<file path="config.mk">
export PLATFORM = sky130hd
export DESIGN_NAME = utf8_to_utf16_transcoder
export DESIGN_NICKNAME = d
export VERILOG_FILES = /design/src/rtl/core/u8u16_pkg.sv /design/src/rtl/core/u8u16_ctrl.sv /design/src/rtl/core/u8u16_datapath.sv /design/src/rtl/core/utf8_to_utf16_transcoder.sv
export SDC_FILE = /design/constraint.sdc
export NUM_CORES = 1
export LEC_CHECK = 0
export BUFFER_PORTS_ARGS = -buffer_cell sky130_fd_sc_hd__buf_2
export CORE_MARGIN = 1.5
export CORE_UTILIZATION = 57
export CTS_CLUSTER_SIZE = 24
export DETAILED_ROUTE_END_ITERATION = 16
export PLACE_DENSITY = 0.78
export SLEW_MARGIN = 20
export SYNTH_ARGS = -nofsm -noshare
export SYNTH_HDL_FRONTEND = slang
export SYNTH_SLANG_ARGS = --single-unit
</file>
<file path="constraint.sdc">
create_clock -name clk -period 5 [get_ports clk]
set_input_delay 0 -clock clk [delete_from_list [all_inputs] [get_ports clk]]
set_output_delay 0 -clock clk [all_outputs]
set_load 0.02 [all_outputs]
</file>
<file path="src/rtl/core/u8u16_pkg.sv">
// Shared types and constants for the UTF-8 to UTF-16 transcoder.
// Used by the controller, the datapath and the top level; depends on nothing.
`default_nettype none

package u8u16_pkg;

    // One request on the byte side.
    typedef struct packed {
        logic [7:0] text_byte;
        logic       final_byte;
    } byte_req_t;

    // One request on the code unit side.
    typedef struct packed {
        logic [15:0] code_unit;
        logic        item_done;
        logic        text_done;
    } unit_req_t;

    typedef enum logic [1:0] {
        ST_IDLE,
        ST_SCAN,
        ST_DRAIN
    } state_t;

    // Commands from the controller to the datapath.
    typedef struct packed {
        logic load;
        logic scan;
        logic pop;
    } cmd_t;

    // Status from the datapath to the controller.
    typedef struct packed {
        logic scan_done;
        logic res_empty;
        logic res_last;
    } status_t;

    localparam logic [15:0] REPLACEMENT   = 16'hFFFD;
    localparam logic [20:0] SUPPLEMENTARY = 21'h10000;
    localparam logic [15:0] HIGH_SURR     = 16'hD800;
    localparam logic [15:0] LOW_SURR      = 16'hDC00;

endpackage

`default_nettype wire

</file>
<file path="src/rtl/core/u8u16_ctrl.sv">
// Controller state machine of the UTF-8 to UTF-16 transcoder.
// Depends on u8u16_pkg for the state, command and status types.
`default_nettype none

module u8u16_ctrl (
    input  wire logic               clk,
    input  wire logic               rst_n,
    input  wire logic               byte_valid,
    output logic                    byte_ready,
    output logic                    unit_valid,
    input  wire logic               unit_ready,
    output u8u16_pkg::cmd_t         cmd,
    input  wire u8u16_pkg::status_t sts
);
    import u8u16_pkg::*;

    state_t state_reg;
    state_t state_next;

    always_ff @(posedge clk or negedge rst_n)
    begin
        if (!rst_n)
        begin
            state_reg <= ST_IDLE;
        end
        else
        begin
            state_reg <= state_next;
        end
    end

    always_comb
    begin
        state_next = state_reg;
        cmd        = '0;
        byte_ready = 1'b0;
        unit_valid = 1'b0;
        case (state_reg)
            ST_IDLE:
            begin
                byte_ready = 1'b1;
                if (byte_valid)
                begin
                    cmd.load   = 1'b1;
                    state_next = ST_SCAN;
                end
            end
            ST_SCAN:
            begin
                cmd.scan = 1'b1;
                if (sts.scan_done)
                begin
                    state_next = ST_DRAIN;
                end
            end
            ST_DRAIN:
            begin
                if (sts.res_empty)
                begin
                    state_next = ST_IDLE;
                end
                else
                begin
                    unit_valid = 1'b1;
                    if (unit_ready)
                    begin
                        cmd.pop = 1'b1;
                        if (sts.res_last)
                        begin
                            state_next = ST_IDLE;
                        end
                    end
                end
            end
            default:
            begin
                state_next = ST_IDLE;
            end
        endcase
    end

endmodule

`default_nettype wire

</file>
<file path="src/rtl/core/u8u16_datapath.sv">
// Datapath of the UTF-8 to UTF-16 transcoder: byte buffer, decoder and result queue.
// Depends on u8u16_pkg for the request, command and status types and constants.
`default_nettype none

module u8u16_datapath (
    input  wire logic                 clk,
    input  wire logic                 rst_n,
    input  wire u8u16_pkg::cmd_t      cmd,
    output u8u16_pkg::status_t        sts,
    input  wire u8u16_pkg::byte_req_t byte_data,
    output u8u16_pkg::unit_req_t      unit_data
);
    import u8u16_pkg::*;

    // Byte buffer: held bytes of an open sequence plus the newest byte.
    logic [7:0]  buf_reg [4];
    logic [7:0]  buf_next [4];
    logic [2:0]  cnt_reg, cnt_next;
    logic [2:0]  pos_reg, pos_next;
    logic        fin_reg, fin_next;

    // Result queue for the code units of one byte.
    logic [15:0] res_reg [4];
    logic [2:0]  res_cnt_reg, res_cnt_next;
    logic [1:0]  rd_reg, rd_next;

    logic [7:0]  lead, c1, c2, c3;
    logic [1:0]  extra;
    logic        lead_ok;
    logic        cont_ok;
    logic        incomplete;
    logic [2:0]  end_pos;
    logic [20:0] cp;
    logic [20:0] offset;
    logic [1:0]  push_n;
    logic [15:0] unit0, unit1;
    logic        buf_wr;
    logic [1:0]  ix0, ix1;
    logic        scan_done;

    assign lead = buf_reg[pos_reg[1:0]];
    assign c1   = buf_reg[pos_reg[1:0] + 2'd1];
    assign c2   = buf_reg[pos_reg[1:0] + 2'd2];
    assign c3   = buf_reg[pos_reg[1:0] + 2'd3];

    always_comb
    begin
        lead_ok = 1'b1;
        extra   = 2'd0;
        cp      = '0;
        if (!lead[7])
        begin
            cp = {14'd0, lead[6:0]};
        end
        else if (lead[7:5] == 3'b110)
        begin
            extra = 2'd1;
            cp    = {10'd0, lead[4:0], c1[5:0]};
        end
        else if (lead[7:4] == 4'b1110)
        begin
            extra = 2'd2;
            cp    = {5'd0, lead[3:0], c1[5:0], c2[5:0]};
        end
        else if (lead[7:3] == 5'b11110)
        begin
            extra = 2'd3;
            cp    = {lead[2:0], c1[5:0], c2[5:0], c3[5:0]};
        end
        else
        begin
            lead_ok = 1'b0;
        end
    end

    // Only the continuation bytes the lead calls for are checked.
    assign cont_ok = (c1[7:6] == 2'b10)
                     && ((extra < 2'd2) || (c2[7:6] == 2'b10))
                     && ((extra < 2'd3) || (c3[7:6] == 2'b10));
    assign end_pos    = pos_reg + {1'b0, extra};
    assign incomplete = (end_pos >= cnt_reg);
    assign offset     = cp - SUPPLEMENTARY;

    always_comb
    begin
        buf_next     = buf_reg;
        cnt_next     = cnt_reg;
        pos_next     = pos_reg;
        fin_next     = fin_reg;
        res_cnt_next = res_cnt_reg;
        rd_next      = rd_reg;
        push_n       = 2'd0;
        unit0        = REPLACEMENT;
        unit1        = REPLACEMENT;
        buf_wr       = 1'b0;
        scan_done    = 1'b0;

        if (cmd.load)
        begin
            buf_next[cnt_reg[1:0]] = byte_data.text_byte;
            buf_wr       = 1'b1;
            cnt_next     = cnt_reg + 3'd1;
            fin_next     = byte_data.final_byte;
            pos_next     = '0;
            res_cnt_next = '0;
            rd_next      = '0;
        end
        else if (cmd.scan)
        begin
            if (pos_reg >= cnt_reg)
            begin
                scan_done = 1'b1;
                cnt_next  = '0;
            end
            else if (!lead_ok)
            begin
                push_n   = 2'd1;
                pos_next = pos_reg + 3'd1;
            end
            else if (extra == 2'd0)
            begin
                push_n   = 2'd1;
                unit0    = cp[15:0];
                pos_next = pos_reg + 3'd1;
            end
            else if (incomplete)
            begin
                scan_done = 1'b1;
                if (fin_reg)
                begin
                    push_n   = 2'd1;
                    cnt_next = '0;
                end
                else
                begin
                    // Keep the open sequence, moved down to the front.
                    for (int k = 0; k < 4; k++)
                    begin
                        buf_next[k] = buf_reg[pos_reg[1:0] + k[1:0]];
                    end
                    buf_wr   = 1'b1;
                    cnt_next = cnt_reg - pos_reg;
                end
            end
            else if (!cont_ok)
            begin
                // Replacement for the lead, then rescan from the next byte.
                push_n   = 2'd1;
                pos_next = pos_reg + 3'd1;
            end
            else
            begin
                pos_next = end_pos + 3'd1;
                if (cp[20:16] != 5'd0)
                begin
                    push_n = 2'd2;
                    unit0  = HIGH_SURR + {5'd0, offset[20:10]};
                    unit1  = LOW_SURR + {6'd0, offset[9:0]};
                end
                else
                begin
                    push_n = 2'd1;
                    unit0  = cp[15:0];
                end
            end
            res_cnt_next = res_cnt_reg + {1'b0, push_n};
        end
        else if (cmd.pop)
        begin
            rd_next = rd_reg + 2'd1;
        end
    end

    assign ix0 = res_cnt_reg[1:0];
    assign ix1 = res_cnt_reg[1:0] + 2'd1;

    always_ff @(posedge clk or negedge rst_n)
    begin
        if (!rst_n)
        begin
            cnt_reg     <= '0;
            pos_reg     <= '0;
            fin_reg     <= 1'b0;
            res_cnt_reg <= '0;
            rd_reg      <= '0;
        end
        else
        begin
            cnt_reg     <= cnt_next;
            pos_reg     <= pos_next;
            fin_reg     <= fin_next;
            res_cnt_reg <= res_cnt_next;
            rd_reg      <= rd_next;
        end
    end

    always_ff @(posedge clk)
    begin
        if (buf_wr)
        begin
            buf_reg <= buf_next;
        end
        if (push_n != 2'd0)
        begin
            res_reg[ix0] <= unit0;
        end
        if (push_n == 2'd2)
        begin
            res_reg[ix1] <= unit1;
        end
    end

    assign sts.scan_done = scan_done;
    assign sts.res_empty = (res_cnt_reg == 3'd0);
    assign sts.res_last  = ({1'b0, rd_reg} + 3'd1 == res_cnt_reg);

    assign unit_data.code_unit = res_reg[rd_reg];
    assign unit_data.item_done = sts.res_last;
    assign unit_data.text_done = sts.res_last && fin_reg;

endmodule

`default_nettype wire

</file>
<file path="src/rtl/core/utf8_to_utf16_transcoder.sv">
// Top level of the UTF-8 to UTF-16 transcoder.
// Instantiates u8u16_ctrl and u8u16_datapath; depends on u8u16_pkg.
//
//   Channel   Direction  Handshake                 Payload
//   byte      in         byte_valid / byte_ready   byte_data (text_byte, final_byte)
//   unit      out        unit_valid / unit_ready   unit_data (code_unit, item_done, text_done)
//
// Each byte request is loaded, then scanned, decoding one character or rejecting
// one byte per scan step up to a closing scan step, then drained one code unit
// per handshake (the drain state passes straight to idle when the byte yields nothing).
// Reset clears the byte count, scan position and result queue at once.
// While unit_ready is low the current code unit holds and no new byte is taken.
`default_nettype none

module utf8_to_utf16_transcoder (
    input  wire logic                 clk,
    input  wire logic                 rst_n,
    input  wire logic                 byte_valid,
    output logic                      byte_ready,
    input  wire u8u16_pkg::byte_req_t byte_data,
    output logic                      unit_valid,
    input  wire logic                 unit_ready,
    output u8u16_pkg::unit_req_t      unit_data
);
    import u8u16_pkg::*;

    // Commands flow from the controller into the datapath; status flows back.
    cmd_t    cmd;
    status_t sts;

    // The controller owns the handshakes and sequences load, scan and drain.
    u8u16_ctrl u_ctrl (
        .clk        (clk),
        .rst_n      (rst_n),
        .byte_valid (byte_valid),
        .byte_ready (byte_ready),
        .unit_valid (unit_valid),
        .unit_ready (unit_ready),
        .cmd        (cmd),
        .sts        (sts)
    );

    // The datapath holds the open sequence, decodes it and queues the units.
    u8u16_datapath u_datapath (
        .clk       (clk),
        .rst_n     (rst_n),
        .cmd       (cmd),
        .sts       (sts),
        .byte_data (byte_data),
        .unit_data (unit_data)
    );

endmodule

`default_nettype wire

</file>
==> metrics <==
drt pass-1 iters 5; crit path cell chain mux4_2 -> nor2b_1 -> nor2_1 -> nor2_1 -> ha_1 -> fa_1 -> ha_1 -> a211oi_2 -> o21bai_2 -> a21o_1 -> o21ai_0 -> a21oi_1 -> ha_1 -> fa_1 -> nand2b_1 -> mux2i_1 -> a22o_1; area grow syn2layout 11.2%; Root Driver clkbuf_16; first-pass GRT wire length 30800 microns; CTS tree built; Starting Density 58.3%; most common cell in the synthesized netlist nand2_1; MaxCap Viol Count 0; Critical Path End Type flop; via count 6073; total CTS buffers 9; leakage power 3.03 nW; top cells by area, synth edfxtp_1 31%, mux4_2 15%, dfxtp_1 5.4%; Critical Path Max Stage Delay 620 ps; FP Rows 41; Final nets 736; Synth Cell Area 0.00735 sq mm; vias in the first global route 5792; Core Util, Final 64.8%; die width 117 microns; DR vias/cell 6.89; Clock Sinks 110; Cell variety after synth 75; fin crit period 4740 ps; final setup violating endpoints 0; share of cells above drive strength 1 24.0%; Avg Synthesized Cell Area 11.1 sq um; Slew Limit Fails 0; clk_lat worst skew 360 ps; Req. time, crit path 5250 ps; Synth Register Bits 110; RR Startpoint u_datapath.pos_reg[0]$_DFFE_PN0P_; startpoint types flop; initial antenna violation count 0; period utilization 94.7%; critical path class reg -> reg; Ports 33; slowest CP cell mux4_2; commonest cells in the netlist 85 x nand2_1, 76 x edfxtp_1, 48 x mux4_2, 45 x nand3_1, 32 x o22ai_1; share of the synthesized area in the top cell type 31.0%; CTS H-tree lvls 3; Post-synth EDFFs 76; upper clock frequency limit 211 MHz; worst-path fanout max 10; status complete, no violations; worst hold-check path type in -> async; final hold vios 0; largest net degree at the start of global routing 35; pwr dens 686 mW/mm^2; Worst Skew 11.2 ps; drc violations 0; CTS max path bufs 2; Reg-to-Reg End u_datapath.res_cnt_reg[2]$_DFFE_PN0N_; Worst R2R Setup Slack 260 ps; Worst-path clk slew 80 ps; max reg flops 64; routed wire length 19500 microns; Die Span Y 117 microns; die area 0.0136 sq mm; post-DP HPWL 13800 microns; asr flop ratio synth 12.7%; Synth Instances 663; Crit path top cell by count ha_1; total gr overflow 0; peak supply drop 0.000302 V; Synth Warn # 0; Total GRT Usage 30.0%; WL per Instance 22.1 microns; IO buf count 32; Routability Congestion 0.911; Mapped Nets 695; Hold Slack 66.9 ps; Core ar. 0.0126 sq mm; slew margin rel. 27.6%; Antenna Diode Count 0; starting DRC count in detailed routing 707; Yosys top cell by area edfxtp_1; arrival time at the worst endpoint 4980 ps; Final ANT Viol Nets 0; Main synth FF type edfxtp_1; sequential area share after synthesis 41.2%; actual slew at the worst max-slew pin 1090 ps; cell count of the worst reg-to-reg path 17
-- logic make-up after synthesis --
kind of cell	after synthesis	share of synthesized area [%]
AOI/OAI and AO/OA	182	19.2
DFF	110	41.2
and+or+nand+nor	225	14.9
xor gates and xnor gates	7	0.834
adders and majority gates	19	3.54
muxes	61	16.5
buffers and inverters	59	3.74
-- metrics by stage --
step           worst slack (ps)  total power (W)  setup TNS [ps]  std cells  instance area (sq um)
2_1_floorplan               119          0.00395               0        663                   7360
3_3_place_gp                242          0.00467               0        847                   7710
3_5_place_dp                101          0.00478               0        847                   7710
4_1_cts                    83.1          0.00547               0        874                   8090
5_1_grt                  -0.378          0.00595          -0.378        881                   8180
6_report                    265          0.00561               0        881                   8180
-- cells in the final DEF, fill, tap and decap left out, types with 4 or more instances in the layout --
cell type,netlist,final
edfxtp_1,76,76
xor2_1,4,4
nand2b_1,9,9
o21bai_1,5,5
a21o_1,9,9
dfxtp_1,20,20
nor2b_1,6,6
a32o_1,4,4
nand2_1,85,84
a2111oi_4,6,6
a31oi_1,6,6
nor3_2,7,7
a211oi_2,4,5
a21oi_1,30,30
ha_1,16,16
nand3b_1,4,4
o21ai_0,25,25
a211oi_1,7,6
and2_1,6,6
buf_4,5,33
a22oi_1,5,5
a311o_1,4,4
dlygate4sd3_1,0,11
nor2_1,27,26
dfrtp_1,14,12
a22o_1,9,9
inv_1,11,11
nor3_1,17,17
clkbuf_16,0,9
nor4_1,4,4
o22ai_1,32,32
nand3_1,45,45
mux2i_1,10,10
buf_2,9,32
mux4_2,48,48
-- per-layer routing --
metal,vias to the layer above,track usage (%),part of all wire (%)
li1,2702,-,-
met1,2970,39.9,41
met2,356,48.2,48
met3,45,6.90,8.5
met4,0,12.1,2.6
met5,-,0,0
-- worst max-delay path, delay by kind of cell (launching register included) --
| family | cells | cell delay, ps |
|---|---|---|
| AND/OR/NAND/NOR | 4 | 440 |
| multiplexers | 2 | 680 |
| adder cells (fa/ha/maj) | 5 | 1700 |
| AO/OA/AOI/OAI | 6 | 1280 |
| flip-flops | 1 | 520 |
-- layout make-up --
class                           count  area [sq um]
Fill cell                        1015          4440
Multi-Input combinational cell    494          4070
Sequential cell                   110          3040
Timing Repair Buffer               77           538
Clock buffer                       10           229
Tap cell                          172           215
Clock inverter                      6          45.0
Inverter                           12          45.0
-- timing repair --
action	CTS	global route
hold buffers	11	0
endpoints found under the hold margin	43	0
endpoints found under the setup margin	0	86
setup buffers	0	7
gates resized for setup	0	4
-- how the worst max path moves through the flow --
| stage | from | end | cells after the start |
|---|---|---|---|
| floorplan | u_datapath.pos_reg[0]$_DFFE_PN0P_ | u_datapath.res_cnt_reg[2]$_DFFE_PN0N_ | 20 |
| global placement | u_datapath.pos_reg[0]$_DFFE_PN0P_ | u_datapath.res_cnt_reg[2]$_DFFE_PN0N_ | 18 |
| detailed placement | u_datapath.pos_reg[0]$_DFFE_PN0P_ | u_datapath.res_cnt_reg[2]$_DFFE_PN0N_ | 17 |
| CTS | u_datapath.pos_reg[0]$_DFFE_PN0P_ | u_datapath.res_cnt_reg[2]$_DFFE_PN0N_ | 17 |
| global route | u_datapath.pos_reg[0]$_DFFE_PN0P_ | u_datapath.res_cnt_reg[2]$_DFFE_PN0N_ | 17 |
| finish | u_datapath.pos_reg[0]$_DFFE_PN0P_ | u_datapath.res_cnt_reg[2]$_DFFE_PN0N_ | 17 |
-- power breakdown --
| group | switching (W) | total [W] | internal (W) | leakage, nW |
|---|---|---|---|---|
| Clock | 0.000342 | 0.000685 | 0.000342 | 0.137 |
| Sequential | 0.000194 | 0.00149 | 0.00129 | 1.07 |
| Combinational | 0.00211 | 0.00343 | 0.00132 | 1.82 |
| Total | 0.00265 | 0.00561 | 0.00296 | 3.03 |
Note: power is estimated with default switching activity, not from simulation.
